$ cat src/rtl/core/tcb_pkg.sv
package tcb_pkg;

   // Input command codes (carried in req_tuser)
   localparam logic [1:0] CMD_CHAR  = 2'd0;
   localparam logic [1:0] CMD_KEY   = 2'd1;
   localparam logic [1:0] CMD_CLEAR = 2'd2;
   localparam logic [1:0] CMD_READ  = 2'd3;

   // Control characters
   localparam logic [7:0] CH_BS  = 8'd8;
   localparam logic [7:0] CH_TAB = 8'd9;
   localparam logic [7:0] CH_LF  = 8'd10;
   localparam logic [7:0] CH_CR  = 8'd13;
   localparam logic [7:0] CH_ESC = 8'd27;
   localparam logic [7:0] BLANK  = 8'h20;

   // Navigation key codes
   localparam logic [3:0] KEY_HOME   = 4'd0;
   localparam logic [3:0] KEY_END    = 4'd1;
   localparam logic [3:0] KEY_PGUP   = 4'd2;
   localparam logic [3:0] KEY_PGDN   = 4'd3;
   localparam logic [3:0] KEY_LEFT   = 4'd4;
   localparam logic [3:0] KEY_RIGHT  = 4'd5;
   localparam logic [3:0] KEY_UP     = 4'd6;
   localparam logic [3:0] KEY_DOWN   = 4'd7;
   localparam logic [3:0] KEY_DELETE = 4'd8;

   // Register indexes and reset values
   localparam logic [1:0] REG_COLUMNS   = 2'd0;
   localparam logic [1:0] REG_ROWS      = 2'd1;
   localparam logic [7:0] COLUMNS_RESET = 8'd80;
   localparam logic [6:0] ROWS_RESET    = 7'd25;

   // Classified operation handed from the front end to the executor
   typedef enum logic [4:0] {
      OP_PUT, OP_BS, OP_TAB, OP_LF, OP_CR, OP_CLEAR,
      OP_HOME, OP_END, OP_PGUP, OP_PGDN, OP_LEFT, OP_RIGHT, OP_UP, OP_DOWN,
      OP_DEL, OP_READ, OP_NOP
   } op_kind_type;

   typedef struct packed {
      op_kind_type kind;
      logic [7:0]  ch;
      logic [6:0]  rd_col;
      logic [5:0]  rd_row;
   } op_type;

   // One result beat
   typedef struct packed {
      logic       span_valid;
      logic [5:0] span_row;
      logic [6:0] span_col;
      logic [7:0] span_len;
      logic       clear_all;
      logic [6:0] caret_col;
      logic [5:0] caret_row;
      logic [7:0] read_char;
   } rsp_type;

   // Executor sequencer
   typedef enum logic [2:0] {
      ST_IDLE, ST_CHECK, ST_FILL, ST_RUN, ST_TAB, ST_DEL, ST_DEL_END, ST_READ
   } state_type;

endpackage

$ cat src/rtl/core/tcb_front.sv
module tcb_front (
   input  logic           req_tvalid,
   input  logic [1:0]     req_tuser,
   input  logic [31:0]    req_tdata,
   output logic           req_tready,
   input  logic           q_full,
   output logic           push,
   output tcb_pkg::op_type push_op
);
   import tcb_pkg::*;

   logic [7:0] char_code;
   logic [3:0] key_code;

   assign char_code  = req_tdata[7:0];
   assign key_code   = req_tdata[11:8];
   assign req_tready = !q_full;
   assign push       = req_tvalid && !q_full;

   // Classify the beat into one executor operation
   always_comb begin
      push_op.ch     = char_code;
      push_op.rd_col = req_tdata[18:12];
      push_op.rd_row = req_tdata[24:19];
      push_op.kind   = OP_NOP;
      unique case (req_tuser)
         CMD_CHAR: begin
            case (char_code)
               CH_BS:   push_op.kind = OP_BS;
               CH_TAB:  push_op.kind = OP_TAB;
               CH_LF:   push_op.kind = OP_LF;
               CH_CR:   push_op.kind = OP_CR;
               CH_ESC:  push_op.kind = OP_CLEAR;
               default: push_op.kind = OP_PUT;
            endcase
         end
         CMD_KEY: begin
            unique case (key_code)
               KEY_HOME:   push_op.kind = OP_HOME;
               KEY_END:    push_op.kind = OP_END;
               KEY_PGUP:   push_op.kind = OP_PGUP;
               KEY_PGDN:   push_op.kind = OP_PGDN;
               KEY_LEFT:   push_op.kind = OP_LEFT;
               KEY_RIGHT:  push_op.kind = OP_RIGHT;
               KEY_UP:     push_op.kind = OP_UP;
               KEY_DOWN:   push_op.kind = OP_DOWN;
               KEY_DELETE: push_op.kind = OP_DEL;
               default:    push_op.kind = OP_NOP;
            endcase
         end
         CMD_CLEAR: push_op.kind = OP_CLEAR;
         CMD_READ:  push_op.kind = OP_READ;
         default:   push_op.kind = OP_NOP;
      endcase
   end

endmodule

$ cat config.mk
export PLATFORM = sky130hd
export DESIGN_NAME = tcb_front
export DESIGN_NICKNAME = d
export VERILOG_FILES = /design/src/rtl/core/tcb_pkg.sv /design/src/rtl/core/tcb_front.sv
export SDC_FILE = /design/constraint.sdc
export NUM_CORES = 1
export LEC_CHECK = 0
export ABC_AREA = 1
export BUFFER_PORTS_ARGS = -buffer_cell sky130_fd_sc_hd__buf_4
export CAP_MARGIN = 15
export CORE_MARGIN = 5
export CORE_UTILIZATION = 30
export DETAILED_ROUTE_END_ITERATION = 8
export GPL_ROUTABILITY_DRIVEN = 1
export PLACE_DENSITY_LB_ADDON = 0.08
export SLEW_MARGIN = 20
export SYNTH_ARGS = -nofsm -noshare
export SYNTH_HDL_FRONTEND = slang
export SYNTH_SLANG_ARGS = --single-unit
$ cat constraint.sdc
create_clock -name vclk -period 1.1
set_input_delay 0.22 -clock vclk [all_inputs]
set_output_delay 0.22 -clock vclk [all_outputs]
set_load 0.02 [all_outputs]
==> out/results.txt <==
The per-cell via count in the routed design is 4.230, and the upper clock frequency limit is 0.8408 GHz. For the setup slack at placement, the log shows -0.1834 ns. The count of placed standard cells including taps is 100. For the total routing resource utilization after global routing, the log shows 0.09520. Summed over all cells, the static leakage comes to 0.0003367 uW.

The final critical-path required period is 1.189 ns. The final reports fail on setup timing. The number of setup buffers added after CTS is 0. The logs give 135.2 uW for the internal power of the cells and 100 for the number of standard cells in the layout, taps in and fillers out. The switching part of the total was 0.5088; the max-capacitance violation count was 0. The routed design has 1.116 mm of wire. The first global-routing pass estimated 1.580 mm of wire.

The critical path is of the in2out type. The maximum fanout count along the critical path is 2, and the delay of the slowest critical-path stage is 0.26 ns. The region available for standard cell placement spans 1285 um2. The area growth from synthesis to layout came out at 59.87%. The transition time at the pin with the least slew margin is 0.1375 ns. Across the whole layout, storage elements account for 0 um2. The tools report the first-iteration detailed-routing DRC count as 6.

Setup repair after global routing could not meet its margin everywhere. The via count of the first global-routing pass is 373. In this run the most used layer during global routing was met2. 0 antenna diodes ended up in the layout.

The clock buffers instantiated in the layout total 0. Walking the worst path, the cells encountered are buf_8 > inv_4 > ha_4 > a21oi_4 > a21oi_2 > nand2_1 > buf_6. The chip height is 46.48 um. The most frequent standard cell in the layout excluding fill and tap cells was sky130_fd_sc_hd__buf_4.

The number of unique standard cell types used by synthesis was 14; the worst-case headroom to the max-slew limit was 0.9074. Cell with the biggest individual delay on the critical path: sky130_fd_sc_hd__ha_4. The part of the power in combinational logic was 1.000; the width of the chip was 46.48 um. The class of the tightest hold or removal check was in2out.

In this design, the largest share of critical-path delay is due to adder cells. In the layout the commonest cells are sky130_fd_sc_hd__buf_4 (20), sky130_fd_sc_hd__nand2_1 (13), sky130_fd_sc_hd__buf_6 (8). For this run the aggregate overflow at the end of global routing stands at 0. The run gives 399.1 um2 as the cell area after synthesis.

The tools report the fraction of met3 tracks used by global routing as 0.01563. The final routed wire length divided by cell count is 11.16 um. The fraction of the yosys area taken by sequential cells was 0; the synthesized area per cell was 5.322 um2.

The sequential power share is 0. STA classifies the critical path startpoint as an input pin. The count of input and output buffers was 31. The wire-length estimate of the detail-placed layout is 863.9 um.

The cell row count was 13. The flow ran to the end, but the final reports show violations. IR analysis of the VDD net gives a maximum drop of 0.1899 mV. The share of cells above drive strength 1 was 0.6941. The routed layout has 423 vias. For the met2 demand-to-capacity share in global routing, the log shows 0.1813.

At the end of the flow, the number of nets in the layout was 124. The required time reported for the critical path endpoint was 0.88 ns; the share of the cycle needed by the critical path after routing was 1.081. The worst-case setup margin in the final layout came out at -0.08933 ns. The number of nets handed over by synthesis was 112.

The run gives 0 as the relative contribution of the clock network to total power. The final layout contains a sequential cell count of 0. For the global-route met1 utilization, the log shows 0.1159. Final-report hold violation count: 0. Entering global routing, the biggest net connects 7 pins.

Hold repair after CTS inserted 0 buffers. In the synthesized netlist, the number of instances is 75. The category of the worst setup path capture point is an output pin. Effective utilization at floorplan: 0.3106. The die covers 2160 um2. Setup violations remaining at the end of the flow were counted as 3. In this run the power spent charging and discharging nets is 140.1 uW.

Power spread over the standard cell area amounts to 431.5 nW/um2. The total DRC errors in the routed layout was 0; the remaining number of nets flagged by the antenna check after routing was 0. For the number of top-level design ports, the log shows 64.

The detailed-routing iteration count for the pre-antenna-repair pass is 4. The total buffers and inverters traversed by the critical path was 3. At the end of routability-driven placement, the weighted congestion stood at 0.6987. The total of warnings raised by yosys is 0, and the number of antenna violations at the first check in global routing is 0. Data on the critical path arrives at its endpoint at 0.97 ns.

For the final number of max-transition violations, the log shows 0.
[cells in the mapped netlist, drive strengths merged]
| cell | number | share of area |
|---|---|---|
| o21ai | 1 | 0.013 |
| nand2 | 18 | 0.18 |
| nand4 | 1 | 0.016 |
| buf | 21 | 0.39 |
| a21oi | 4 | 0.050 |
| nor3 | 2 | 0.025 |
| clkinv | 1 | 0.0094 |
| ha | 1 | 0.031 |
| nand3 | 5 | 0.063 |
| nor2 | 8 | 0.094 |
| inv | 13 | 0.12 |
[layer usage]
layer  up-vias  wire length, um  share of wire
li1        226                -              -
met1       172              365           0.33
met2        25              582           0.52
met3         0              167           0.15
met4         0                0              0
met5         -                0              0
[final cells by class]
| class | instances | area, um2 |
|---|---|---|
| well taps | 15 | 18.77 |
| fillers | 136 | 646.9 |
| repair buffers | 31 | 285.3 |
| inverters | 14 | 60.06 |
| multi-input cells | 40 | 274.0 |
[power by group through the flow]
stage	Sequential (uW)	Combinational, uW	Clock [uW]
after floorplan	0	189	0
final	0	275	0
after global routing	0	296	0
after detailed placement	0	215	0
after CTS	0	249	0
after global placement	0	215	0
[cell families (layout without fill, tap and decap cells)]
kind of cell,Yosys count,count (layout),synth area share
adders and majority gates,1,1,0.03134
buffers and inverters,35,45,0.5266
and+or+nand+nor,34,34,0.3793
AOI/OAI and AO/OA,5,5,0.06269
[final timing paths]
path / startpoint / end / cells after the start
hold / removal: req_tdata[21] / push_op[2] / 0
setup / recovery: req_tdata[9] / push_op[23] / 7
[metrics by stage]
| step | setup TNS (ns) | total power, uW | cell area [um2] | util | hold slack (ns) |
|---|---|---|---|---|---|
| floorplan | 0 | 189.4 | 404.1 | - | 0.4910 |
| global placement | -0.3917 | 215.4 | 498.0 | 0.3875 | 0.4401 |
| detailed placement | -0.3798 | 214.9 | 498.0 | 0.3875 | 0.4401 |
| CTS | -0.09764 | 249.1 | 575.6 | 0.4479 | 0.4401 |
| global route | -0.2929 | 295.9 | 638.1 | 0.4966 | 0.4400 |
| finish | -0.1104 | 275.3 | 638.1 | 0.4966 | 0.4400 |
[what timing repair did]
item,CTS,global route
endpoints found under the setup margin,4,5
pin swaps,10,12
gates resized for setup,22,18
(Power assumes the default switching activity.)
