## src/rtl/core/tcb_pkg.sv

```systemverilog
package tcb_pkg;

   // Input command codes (carried in req_tuser)
   localparam logic [1:0] CMD_CHAR  = 2'd0;
   localparam logic [1:0] CMD_KEY   = 2'd1;
   localparam logic [1:0] CMD_CLEAR = 2'd2;
   localparam logic [1:0] CMD_READ  = 2'd3;

   // Control characters
   localparam logic [7:0] CH_BS  = 8'd8;
   localparam logic [7:0] CH_TAB = 8'd9;
   localparam logic [7:0] CH_LF  = 8'd10;
   localparam logic [7:0] CH_CR  = 8'd13;
   localparam logic [7:0] CH_ESC = 8'd27;
   localparam logic [7:0] BLANK  = 8'h20;

   // Navigation key codes
   localparam logic [3:0] KEY_HOME   = 4'd0;
   localparam logic [3:0] KEY_END    = 4'd1;
   localparam logic [3:0] KEY_PGUP   = 4'd2;
   localparam logic [3:0] KEY_PGDN   = 4'd3;
   localparam logic [3:0] KEY_LEFT   = 4'd4;
   localparam logic [3:0] KEY_RIGHT  = 4'd5;
   localparam logic [3:0] KEY_UP     = 4'd6;
   localparam logic [3:0] KEY_DOWN   = 4'd7;
   localparam logic [3:0] KEY_DELETE = 4'd8;

   // Register indexes and reset values
   localparam logic [1:0] REG_COLUMNS   = 2'd0;
   localparam logic [1:0] REG_ROWS      = 2'd1;
   localparam logic [7:0] COLUMNS_RESET = 8'd80;
   localparam logic [6:0] ROWS_RESET    = 7'd25;

   // Classified operation handed from the front end to the executor
   typedef enum logic [4:0] {
      OP_PUT, OP_BS, OP_TAB, OP_LF, OP_CR, OP_CLEAR,
      OP_HOME, OP_END, OP_PGUP, OP_PGDN, OP_LEFT, OP_RIGHT, OP_UP, OP_DOWN,
      OP_DEL, OP_READ, OP_NOP
   } op_kind_type;

   typedef struct packed {
      op_kind_type kind;
      logic [7:0]  ch;
      logic [6:0]  rd_col;
      logic [5:0]  rd_row;
   } op_type;

   // One result beat
   typedef struct packed {
      logic       span_valid;
      logic [5:0] span_row;
      logic [6:0] span_col;
      logic [7:0] span_len;
      logic       clear_all;
      logic [6:0] caret_col;
      logic [5:0] caret_row;
      logic [7:0] read_char;
   } rsp_type;

   // Executor sequencer
   typedef enum logic [2:0] {
      ST_IDLE, ST_CHECK, ST_FILL, ST_RUN, ST_TAB, ST_DEL, ST_DEL_END, ST_READ
   } state_type;

endpackage

```

## src/rtl/core/tcb_queue.sv

```systemverilog
module tcb_queue (
   input  logic            clock,
   input  logic            reset,
   input  logic            push,
   input  tcb_pkg::op_type push_op,
   input  logic            pop,
   output logic            full,
   output logic            valid,
   output tcb_pkg::op_type head
);
   import tcb_pkg::*;

   op_type     slot_ff [2];
   logic       wr_ptr_ff, wr_ptr_in;
   logic       rd_ptr_ff, rd_ptr_in;
   logic [1:0] count_ff, count_in;

   assign full  = (count_ff == 2'd2);
   assign valid = (count_ff != 2'd0);
   assign head  = slot_ff[rd_ptr_ff];

   // Pointer and fill bookkeeping
   always_comb begin
      wr_ptr_in = push ? !wr_ptr_ff : wr_ptr_ff;
      rd_ptr_in = pop ? !rd_ptr_ff : rd_ptr_ff;
      count_in  = count_ff;
      if (push && !pop) begin
         count_in = count_ff + 2'd1;
      end else if (pop && !push) begin
         count_in = count_ff - 2'd1;
      end
   end

   always_ff @(posedge clock) begin
      if (reset) begin
         wr_ptr_ff <= 1'b0;
         rd_ptr_ff <= 1'b0;
         count_ff  <= 2'd0;
      end else begin
         wr_ptr_ff <= wr_ptr_in;
         rd_ptr_ff <= rd_ptr_in;
         count_ff  <= count_in;
      end
   end

   always_ff @(posedge clock) begin
      if (push) begin
         slot_ff[wr_ptr_ff] <= push_op;
      end
   end

endmodule

```

## config.mk

```make
export PLATFORM = sky130hd
export DESIGN_NAME = tcb_queue
export DESIGN_NICKNAME = d
export VERILOG_FILES = /design/src/rtl/core/tcb_pkg.sv /design/src/rtl/core/tcb_queue.sv
export SDC_FILE = /design/constraint.sdc
export NUM_CORES = 1
export LEC_CHECK = 0
export BUFFER_PORTS_ARGS = -buffer_cell sky130_fd_sc_hd__buf_2
export CAP_MARGIN = 20
export CORE_MARGIN = 4
export CORE_UTILIZATION = 30
export DETAILED_ROUTE_END_ITERATION = 12
export GPL_TIMING_DRIVEN = 0
export SYNTH_ARGS = -nofsm -noshare
export SYNTH_HDL_FRONTEND = slang
export SYNTH_SLANG_ARGS = --single-unit
export TNS_END_PERCENT = 10
```

## constraint.sdc

```tcl
create_clock -name clock -period 2 [get_ports clock]
set_input_delay 0 -clock clock [delete_from_list [all_inputs] [get_ports clock]]
set_output_delay 0 -clock clock [all_outputs]
set_load 0.05 [all_outputs]
```

==> results.md, run 1 <==
- Max Clk Rate: 625 MHz
- RSZ-0062 raised after global routing: false
- Slew margin rel.: 0.464
- Worst path arrival time: 1.60 ns
- Final cell count without fillers: 301
- WP data required: 2.00 ns
- Top-area cell type share of the netlist area: 0.746
- Diode count: 0
- Max-Cap Viols: 0
- Top FF cell, synth: edfxtp_1
- Total GRT Usage: 0.101
- Leak: 1.15 nW
- Cell Chain, Critical Path: buf_2, buf_6, mux2_2, buf_2
- Placed Area: 2520 sq um
- Final setup fails: 0
- Wl on met1: 1740 microns
- CP max stage delay: 0.35 ns
- # IOs: 58
- DP HPWL: 2360 microns
- Final setup margin: 0.401 ns
- Dpl ws: 0.542 ns
- Slew Limit Fails: 0
- CP most frequent cell: buf_2
- Wire length per cell: 13.0 microns
- Post-route DRC: 0
- Run status: complete, no violations
- CP Max Fanout: 10
- Clock Skews: 0.00458 ns
- Port Buffers: 57
- Cell internal pwr: 2.13 mW
- VDD IR-drop max: 0.000393 V
- Area leader, netlist: edfxtp_1
- Gate power share: 0.189
- CP max stage cell: mux2_2
- Power Total: 2.93 mW
- Setup crit start kind: flop
- Final instance area: 2990 sq um
- Layout cells sized above 1: 0.498
- Grt ovf: 0
- Synthesized net count: 134
- Initial DRC count: 39
- Placer Congestion: 0.650
- Clock Latency Late Sink: 0.33 ns
- Mapped cell area: 2090 sq um
- Top-count cell post-synth: edfxtp_1
- Warnings, synthesis: 0
- R2R Path Start: wr_ptr_ff
- Largest net degree at the start of global routing: 27
- First-pass GRT wire length: 6310 microns
- Clock power share: 0.331
- WL met3: 249 microns
- # rows: 30
- Cells after DPL: 257
- Core area: 6790 sq um
- Postcts setup bufs: 0
- Least-Margin Pin Slew: 0.803 ns
- Switching share of power: 0.273
- CTS max path bufs: 2
- TritonRoute pass-1 iters: 4
- Detailed Route WL: 3910 microns
- Worst min-delay path category: input pin to flop
- Element type at the critical path end: output pin
- Worst-path clk slew: 0.06 ns
- Total CTS buffers: 9
- Syn Inst Count: 103
- Clk sink count: 57
- Synth cell types: 17
- Final Cycle Share: 0.800
- Area Growth Syn to Fin: 42.7%
- Worst path bufs/invs: 3
- EDFF count, synth: 52
- Final Hold Fails: 0
- CTS tree: yes
- Vias per cell: 4.02
- DR vias: 1209
- Setup TNS: 0 ns
- Die height: 91.5 microns
- Seq pwr share: 0.480
- Cell family with most CP delay: buffers and inverters
- Power Dens Cells: 983 nW/um^2
- FF+latch count, synth: 57
- Initial antenna violation count: 0
- Top sig layer: met4
- Synth top area cells: edfxtp_1 (75%), mux2_2 (14%), dfxtp_1 (4.8%)
- Vias in the first global route: 1304
- Post-synthesis sequential area ratio: 0.794
- Root buffer selected by CTS: clkbuf_8
- CTS HTree Levels: 3
- Tmin final: 1.60 ns
- Nets: 232
- Ys async rst share: 0
- Met2 WL: 1820 microns
- Die width: 91.5 microns
- Setup CP Type: flop to output pin
- Antenna viol nets, final: 0
- Die ar.: 8370 sq um
- Most common library cells after synthesis: edfxtp_1 (52), mux2_2 (26), dfxtp_1 (5), nor2_1 (4)
- Avg Cell Area, Syn: 20.3 sq um
- Switching power total: 802 uW
- Min-delay src: push_op[11]
- Initial Utilization: 0.308
==> placed cells by master, fill, tap and decap left out <==
cell and count:
clkinv_2 2, dlygate4sd3_1 29, xor2_1 2, clkinv_1 2
and2_1 1, bufinv_16 1, ha_1 1, buf_2 58
mux2_2 26, or2_2 1, buf_8 1, inv_1 1
edfxtp_1 52, clkbuf_8 9, nor2_1 4, clkbuf_1 1
buf_6 2, dfxtp_1 5, a21oi_1 1, and2b_2 1
or3_1 1, o21ai_0 1, nor2b_4 1, xnor2_1 2
==> state kept, by name, summed over array words and instances (netlist names), named ones only <==
signal,flops
slot_ff,52
wr_ptr_ff,1
rd_ptr_ff,1
count_ff,2
==> cell families (layout without fill, tap and decap cells) <==
group,Yosys count,after routing,synth area share
mux,26,26,0.140
compound gates,2,2,0.00478
flops,57,57,0.794
fa+ha+maj,1,1,0.00598
buf+inv,4,106,0.0149
xor+xnor,4,4,0.0167
simple gates,9,9,0.0233
==> power groups by stage <==
stage / registers, mW / clock network [mW] / logic, mW
floorplan: 1.43 / 0 / 0.387
global route: 1.42 / 1.05 / 0.591
finish: 1.41 / 0.972 / 0.554
global placement: 1.43 / 0 / 0.509
CTS: 1.41 / 1.00 / 0.561
detailed placement: 1.43 / 0 / 0.515
==> stage by stage <==
stage	hold WS [ns]	util
floorplan	0.0691	-
CTS	0.371	0.439
global placement	0.188	0.368
global route	0.382	0.439
detailed placement	0.191	0.371
finish	0.394	0.439
==> final cells by class <==
class | count | area (sq um)
fill | 627 | 3810
sequential | 57 | 1660
timing repair buffer | 87 | 591
multi-input combinational | 42 | 407
clock buffer | 10 | 128
tap | 96 | 120
clock inverter | 5 | 47.5
buffer | 3 | 27.5
inverter | 1 | 3.75
==> metal layers <==
| metal | vias up | global-route usage |
|---|---|---|
| met5 | - | 0 |
| met4 | 0 | 0.0603 |
| met3 | 12 | 0.0323 |
| met2 | 47 | 0.153 |
| met1 | 559 | 0.125 |
| li1 | 591 | - |
==> timing repair <==
item / CTS / global route
hold endpoints to repair: 57 / 0
gates resized for setup: 0 / 0
hold buffers: 29 / 0
==> path summary, 6_finish.rpt <==
check | endpoint | slack (ns) | cells after the start
hold / removal | slot_ff[0][11] | 0.39 | 2
hold reg to reg | count_ff[1] | 0.51 | 2
setup / recovery | head[16] | 0.40 | 4
setup reg to reg | slot_ff[1][3] | 0.57 | 2
No activity file was read; power rests on OpenSTA's default activity.
==> run 2, diff against run 1 <==
==> constraint.sdc (replaced) <==
create_clock -name clock -period 1.45 [get_ports clock]
set_input_delay 0 -clock clock [delete_from_list [all_inputs] [get_ports clock]]
set_output_delay 0 -clock clock [all_outputs]
set_load 0.05 [all_outputs]
==> results.md, run 2 (synthesized netlist as in run 1, its figures left out) <==
- Run status: complete, no violations (unchanged)
- Setup crit start kind: flop (unchanged)
- First-pass GRT wire length: 6380 microns (was 6310 microns)
- Biggest regs: slot_ff (52), count_ff (2) (unchanged)
- Placer Congestion: 0.638 (was 0.650)
- VDD IR-drop max: 0.000595 V (was 0.000393 V)
- Total CTS buffers: 9 (unchanged)
- WP data required: 1.45 ns (was 2.00 ns)
- DP HPWL: 2400 microns (was 2360 microns)
- Final hold slack: 0.386 ns (was 0.394 ns)
- CP max stage cell: mux2_2 (unchanged)
- Antenna viol nets, final: 0 (unchanged)
- Diode count: 0 (unchanged)
- Total GRT Usage: 0.102 (was 0.101)
- Clock Latency Late Sink: 0.33 ns (about the same)
- Die width: 91.5 microns (unchanged)
- RSZ-0062 raised after global routing: true (was false)
- Die ar.: 8370 sq um (unchanged)
- Detailed Route WL: 4250 microns (was 3910 microns)
- Vias in the first global route: 1311 (was 1304)
- Most frequent cells in the layout: edfxtp_1 (52), buf_2 (31), dlygate4sd3_1 (29) (was buf_2 (58), edfxtp_1 (52), dlygate4sd3_1 (29))
- CTS max path bufs: 2 (unchanged)
- # IOs: 58 (unchanged)
- Final Hold Fails: 0 (unchanged)
- Setup CP Type: flop to output pin (unchanged)
- # rows: 30 (unchanged)
- Initial Utilization: 0.308 (unchanged)
- Largest net degree at the start of global routing: 27 (unchanged)
- DR vias: 1234 (was 1209)
- Worst min-delay path category: input pin to flop (unchanged)
- Cell Chain, Critical Path: buf_8, buf_4, mux2_2, buf_6 (was buf_2, buf_6, mux2_2, buf_2)
- CTS HTree Levels: 3 (unchanged)
- Final setup fails: 0 (unchanged)
- CTS tree: yes (unchanged)
- CP Max Fanout: 6 (was 10)
- Power Dens Cells: 1360 nW/um^2 (was 983 nW/um^2)
- Port Buffers: 57 (unchanged)
- Max-Cap Viols: 0 (unchanged)
- Max reg flops: 52 (unchanged)
- Dpl ws: -0.120 ns (was 0.542 ns)
- TritonRoute pass-1 iters: 3 (was 4)
- Worst path arrival time: 1.44 ns (was 1.60 ns)
- Core area: 6790 sq um (unchanged)
- Initial antenna violation count: 0 (unchanged)
- Least-Margin Pin Slew: 0.784 ns (was 0.803 ns)
- Root buffer selected by CTS: clkbuf_8 (unchanged)
- Slew margin rel.: 0.476 (was 0.464)
- Max Clk Rate: 697 MHz
- Most flops, register: slot_ff (unchanged)
- Area Growth Syn to Fin: 61.8% (was 42.7%)
- Wire length per cell: 13.9 microns (was 13.0 microns)
- Grt ovf: 0 (unchanged)
- Die height: 91.5 microns (unchanged)
- Slew Limit Fails: 0 (unchanged)
- Post-route DRC: 0 (unchanged)
- Layout cells sized above 1: 0.533 (was 0.498)
- Tmin final: 1.44 ns
- Leak: 1.32 nW (was 1.15 nW)
- Final Cycle Share: 0.990
- Final setup margin: 0.0150 ns (was 0.401 ns)
- Worst-path clk slew: 0.07 ns (was 0.06 ns)
- Clk sink count: 57 (unchanged)
- Power Total: 4.59 mW (was 2.93 mW)
- Setup TNS: 0 ns (unchanged)
- Vias per cell: 4.03 (was 4.02)
- Initial DRC count: 20 (was 39)
- Element type at the critical path end: output pin (unchanged)
- Nets: 236 (was 232)
- Commonest non-fill, non-tap cell in the layout: edfxtp_1 (was buf_2)
- Clock Skews: 0.0100 ns (was 0.00458 ns)
- CP max stage delay: 0.34 ns (was 0.35 ns)
run 2: changes by cell type in the layout (fill, tap and decap cells not counted), moves of 2 or more:
| cell | change |
|---|---|
| clkinv_4 | +3 |
| mux2_4 | +11 |
| mux2_2 | -11 |
| buf_8 | +12 |
| buf_2 | -27 |
| clkbuf_16 | +2 |
| clkinv_2 | -2 |
| buf_4 | +2 |
| clkinv_1 | -2 |
| buf_6 | +13 |
run 2: layer usage:
metal	global-route usage	up-vias	part of all wire
met5	0	-	0
met4	0.0603	0	0.012
met3	0.0348	7	0.050
met2	0.161	43	0.50
met1	0.120	584	0.43
li1	-	600	-
run 2: cell type report:
class | count | area (sq um)
well taps | 96 | 120
plain buffers | 3 | 50.0
repair buffers | 91 | 872
clock buffers | 9 | 124
inverters | 1 | 3.75
flip-flops and latches | 57 | 1660
clock inverters | 7 | 103
fillers | 590 | 3410
multi-input cells | 42 | 449
run 2: stage by stage:
step                       util  cells  instance area (sq um)
after CTS                 0.477    304                   3240
final                     0.498    306                   3380
after detailed placement  0.373    257                   2530
after floorplan               -    103                   2090
after global routing      0.498    306                   3380
after global placement    0.368    256                   2500
run 2: timing repair:
action	in CTS	in global routing
endpoints found under the setup margin	41	23
resized for setup	56	26
gates cloned	0	2
endpoints found under the hold margin	57	0
hold buffers	29	0
setup buffers	2	0
run 2: critical path: cells and delay by family, from the launching register on:
kind / cells / cell delay, ns
mux: 1 / 0.34
buf+inv: 3 / 0.44
flops: 1 / 0.33
run 2: where the power goes:
group / switching [mW] / internal, mW / total [mW]
Clock: 0.665 / 0.980 / 1.65
Combinational: 0.544 / 0.455 / 0.999
Sequential: 0.0345 / 1.91 / 1.95
run 2: final timing paths:
path / start / endpoint / slack, ns / cells past startpoint
worst max-delay path: flop / head[25] / 0.01 / 4
worst min-delay path: push_op[6] / slot_ff[0][6] / 0.39 / 2
worst max register to register: wr_ptr_ff / slot_ff[0][9] / 0.10 / 1
worst min register to register: count_ff[1] / count_ff[1] / 0.51 / 2
==> run 3, diff against run 2 <==
--- a/config.mk
+++ b/config.mk
@@ -11,6 +11,7 @@
 export CORE_UTILIZATION = 30
 export DETAILED_ROUTE_END_ITERATION = 12
 export GPL_TIMING_DRIVEN = 0
+export MAX_ROUTING_LAYER = met4
 export SYNTH_ARGS = -nofsm -noshare
 export SYNTH_HDL_FRONTEND = slang
 export SYNTH_SLANG_ARGS = --single-unit
==> results.md, run 3 (synthesized netlist as in run 1, its figures left out) <==
- CTS HTree Levels: 3 (unchanged)
- Root buffer selected by CTS: clkbuf_8 (unchanged)
- CP Max Fanout: 6 (unchanged)
- First-pass GRT wire length: 6390 microns (was 6380 microns)
- Wl on met1: 1840 microns (about the same)
- Post-route DRC: 0 (unchanged)
- Antenna viol nets, final: 0 (unchanged)
- Vias per cell: 4.04 (was 4.03)
- Tmin final: 1.43 ns (was 1.44 ns)
- Flop2flop setup slack: 0.10 ns (about the same)
- Most flops, register: slot_ff (unchanged)
- Nets: 236 (unchanged)
- WP data required: 1.45 ns (about the same)
- Die ar.: 8370 sq um (unchanged)
- Cell Chain, Critical Path: buf_8, buf_4, mux2_2, buf_6 (unchanged)
- Final setup fails: 0 (unchanged)
- Die height: 91.5 microns (unchanged)
- Grt ovf: 0 (unchanged)
- Initial Utilization: 0.308 (unchanged)
- Worst Hold Path Cells: 2 (unchanged)
- Layout cells sized above 1: 0.533 (unchanged)
- DP HPWL: 2400 microns (unchanged)
- Detailed Route WL: 4250 microns (about the same)
- Cell internal pwr: 3.35 mW (about the same)
- DR vias: 1236 (was 1234)
- Diode count: 0 (unchanged)
- Clk sink count: 57 (unchanged)
- Power Dens Cells: 1360 nW/um^2 (about the same)
- Gate power share: 0.218 (about the same)
- Max Clk Rate: 697 MHz (about the same)
- Min-delay src: push_op[6] (unchanged)
- TritonRoute pass-1 iters: 3 (unchanged)
- Largest net degree at the start of global routing: 27 (unchanged)
- Port Buffers: 57 (unchanged)
- Clock Skews: 0.0100 ns (about the same)
- Power Total: 4.59 mW (about the same)
- Area Growth Syn to Fin: 61.8% (unchanged)
- Initial DRC count: 20 (unchanged)
- Slew margin rel.: 0.477 (was 0.476)
- Worst-path clk slew: 0.07 ns (about the same)
- Total GRT Usage: 0.105 (was 0.102)
- Element type at the critical path end: output pin (unchanged)
- Placer Congestion: 0.643 (was 0.638)
- Top sig layer: met4 (unchanged)
- CTS max path bufs: 2 (unchanged)
- Total CTS buffers: 9 (unchanged)
- Wire length per cell: 13.9 microns (about the same)
- CP max stage delay: 0.34 ns (about the same)
- Max reg flops: 52 (unchanged)
- RSZ-0062 raised after global routing: true (unchanged)
- Final Cycle Share: 0.990 (about the same)
- Worst path arrival time: 1.43 ns (was 1.44 ns)
- WL met3: 216 microns (was 212 microns)
- CP max stage cell: mux2_2 (unchanged)
- Switching power total: 1.24 mW (about the same)
- Commonest non-fill, non-tap cell in the layout: edfxtp_1 (unchanged)
- # IOs: 58 (unchanged)
- Setup TNS: 0 ns (unchanged)
- Reg2reg path depth: 1 (unchanged)
- Final Hold Fails: 0 (unchanged)
- Least-Margin Pin Slew: 0.783 ns (was 0.784 ns)
- Seq pwr share: 0.424 (about the same)
- Vias in the first global route: 1316 (was 1311)
- Hold EP: slot_ff[0][6] (unchanged)
- Switching share of power: 0.271 (about the same)
- Max-Cap Viols: 0 (unchanged)
- Setup crit start kind: flop (unchanged)
- Core area: 6790 sq um (unchanged)
- R2R Path Start: wr_ptr_ff (unchanged)
- # rows: 30 (unchanged)
- Initial antenna violation count: 0 (unchanged)
- Die width: 91.5 microns (unchanged)
- Setup CP Type: flop to output pin (unchanged)
- Met2 WL: 2150 microns (was 2140 microns)
- Most frequent cells in the layout: edfxtp_1 (52), buf_2 (31), dlygate4sd3_1 (29) (unchanged)
- Clock power share: 0.358 (about the same)
- Leak: 1.32 nW (unchanged)
- FF-to-FF End: slot_ff[0][9] (unchanged)
- Worst min-delay path category: input pin to flop (unchanged)
- Run status: complete, no violations (unchanged)
- Slew Limit Fails: 0 (unchanged)
- VDD IR-drop max: 0.000595 V (about the same)
- Clock Latency Late Sink: 0.33 ns (about the same)
- CTS tree: yes (unchanged)
- Biggest regs: slot_ff (52), count_ff (2) (unchanged)
run 3: layer usage:
metal | global-route usage | vias to the layer above
met3 | 0.0340 | 5
met2 | 0.161 | 45
met4 | 0.0603 | 0
li1 | - | 600
met1 | 0.121 | 586
met5 | - | -
run 3: power by group through the flow:
stage / Clock [mW] / Combinational [mW] / Sequential, mW
floorplan: 0 / 0.534 / 1.97
global placement: 0 / 0.703 / 1.97
detailed placement: 0 / 0.718 / 1.98
CTS: 1.70 / 0.914 / 1.94
global route: 1.78 / 1.05 / 1.96
finish: 1.64 / 0.999 / 1.95
run 3: final cells by class:
type | instances | area [sq um]
buffer | 3 | 50.0
clock buffer | 9 | 124
clock inverter | 7 | 103
inverter | 1 | 3.75
multi-input combinational | 42 | 449
tap | 96 | 120
sequential | 57 | 1660
fill | 590 | 3410
timing repair buffer | 91 | 872
run 3: what timing repair did:
item                                   CTS  global route
hold buffers                            29             0
endpoints found under the hold margin   57             0
buffers inserted                         2             0
resized for setup                       56            26
setup endpoints to repair               41            23
gates cloned                             0             2
run 3: worst max-delay path: cells and delay by family (launching register included):
family                 cells  cell delay, ns
buffers and inverters      3            0.44
muxes                      1            0.34
DFF                        1            0.33
run 3: how the worst max path moves through the flow:
stage	endpoint	slack, ns	cells after the start
after floorplan	slot_ff[0][0]	0.02	1
after global placement	slot_ff[0][16]	-0.44	1
after detailed placement	slot_ff[1][16]	-0.12	2
after CTS	head[13]	-0.05	4
after global routing	head[10]	-0.04	4
final	head[25]	0.02	4
run 3: per-stage QoR:
| step | util | instance area (sq um) | cells | setup WS, ns | hold WS [ns] |
|---|---|---|---|---|---|
| after CTS | 0.477 | 3240 | 304 | -0.0478 | 0.361 |
| after detailed placement | 0.373 | 2530 | 257 | -0.120 | 0.193 |
| after floorplan | - | 2090 | 103 | 0.0201 | 0.0691 |
| after global placement | 0.368 | 2500 | 256 | -0.445 | 0.187 |
| final | 0.498 | 3380 | 306 | 0.0151 | 0.386 |
| after global routing | 0.498 | 3380 | 306 | -0.0372 | 0.377 |
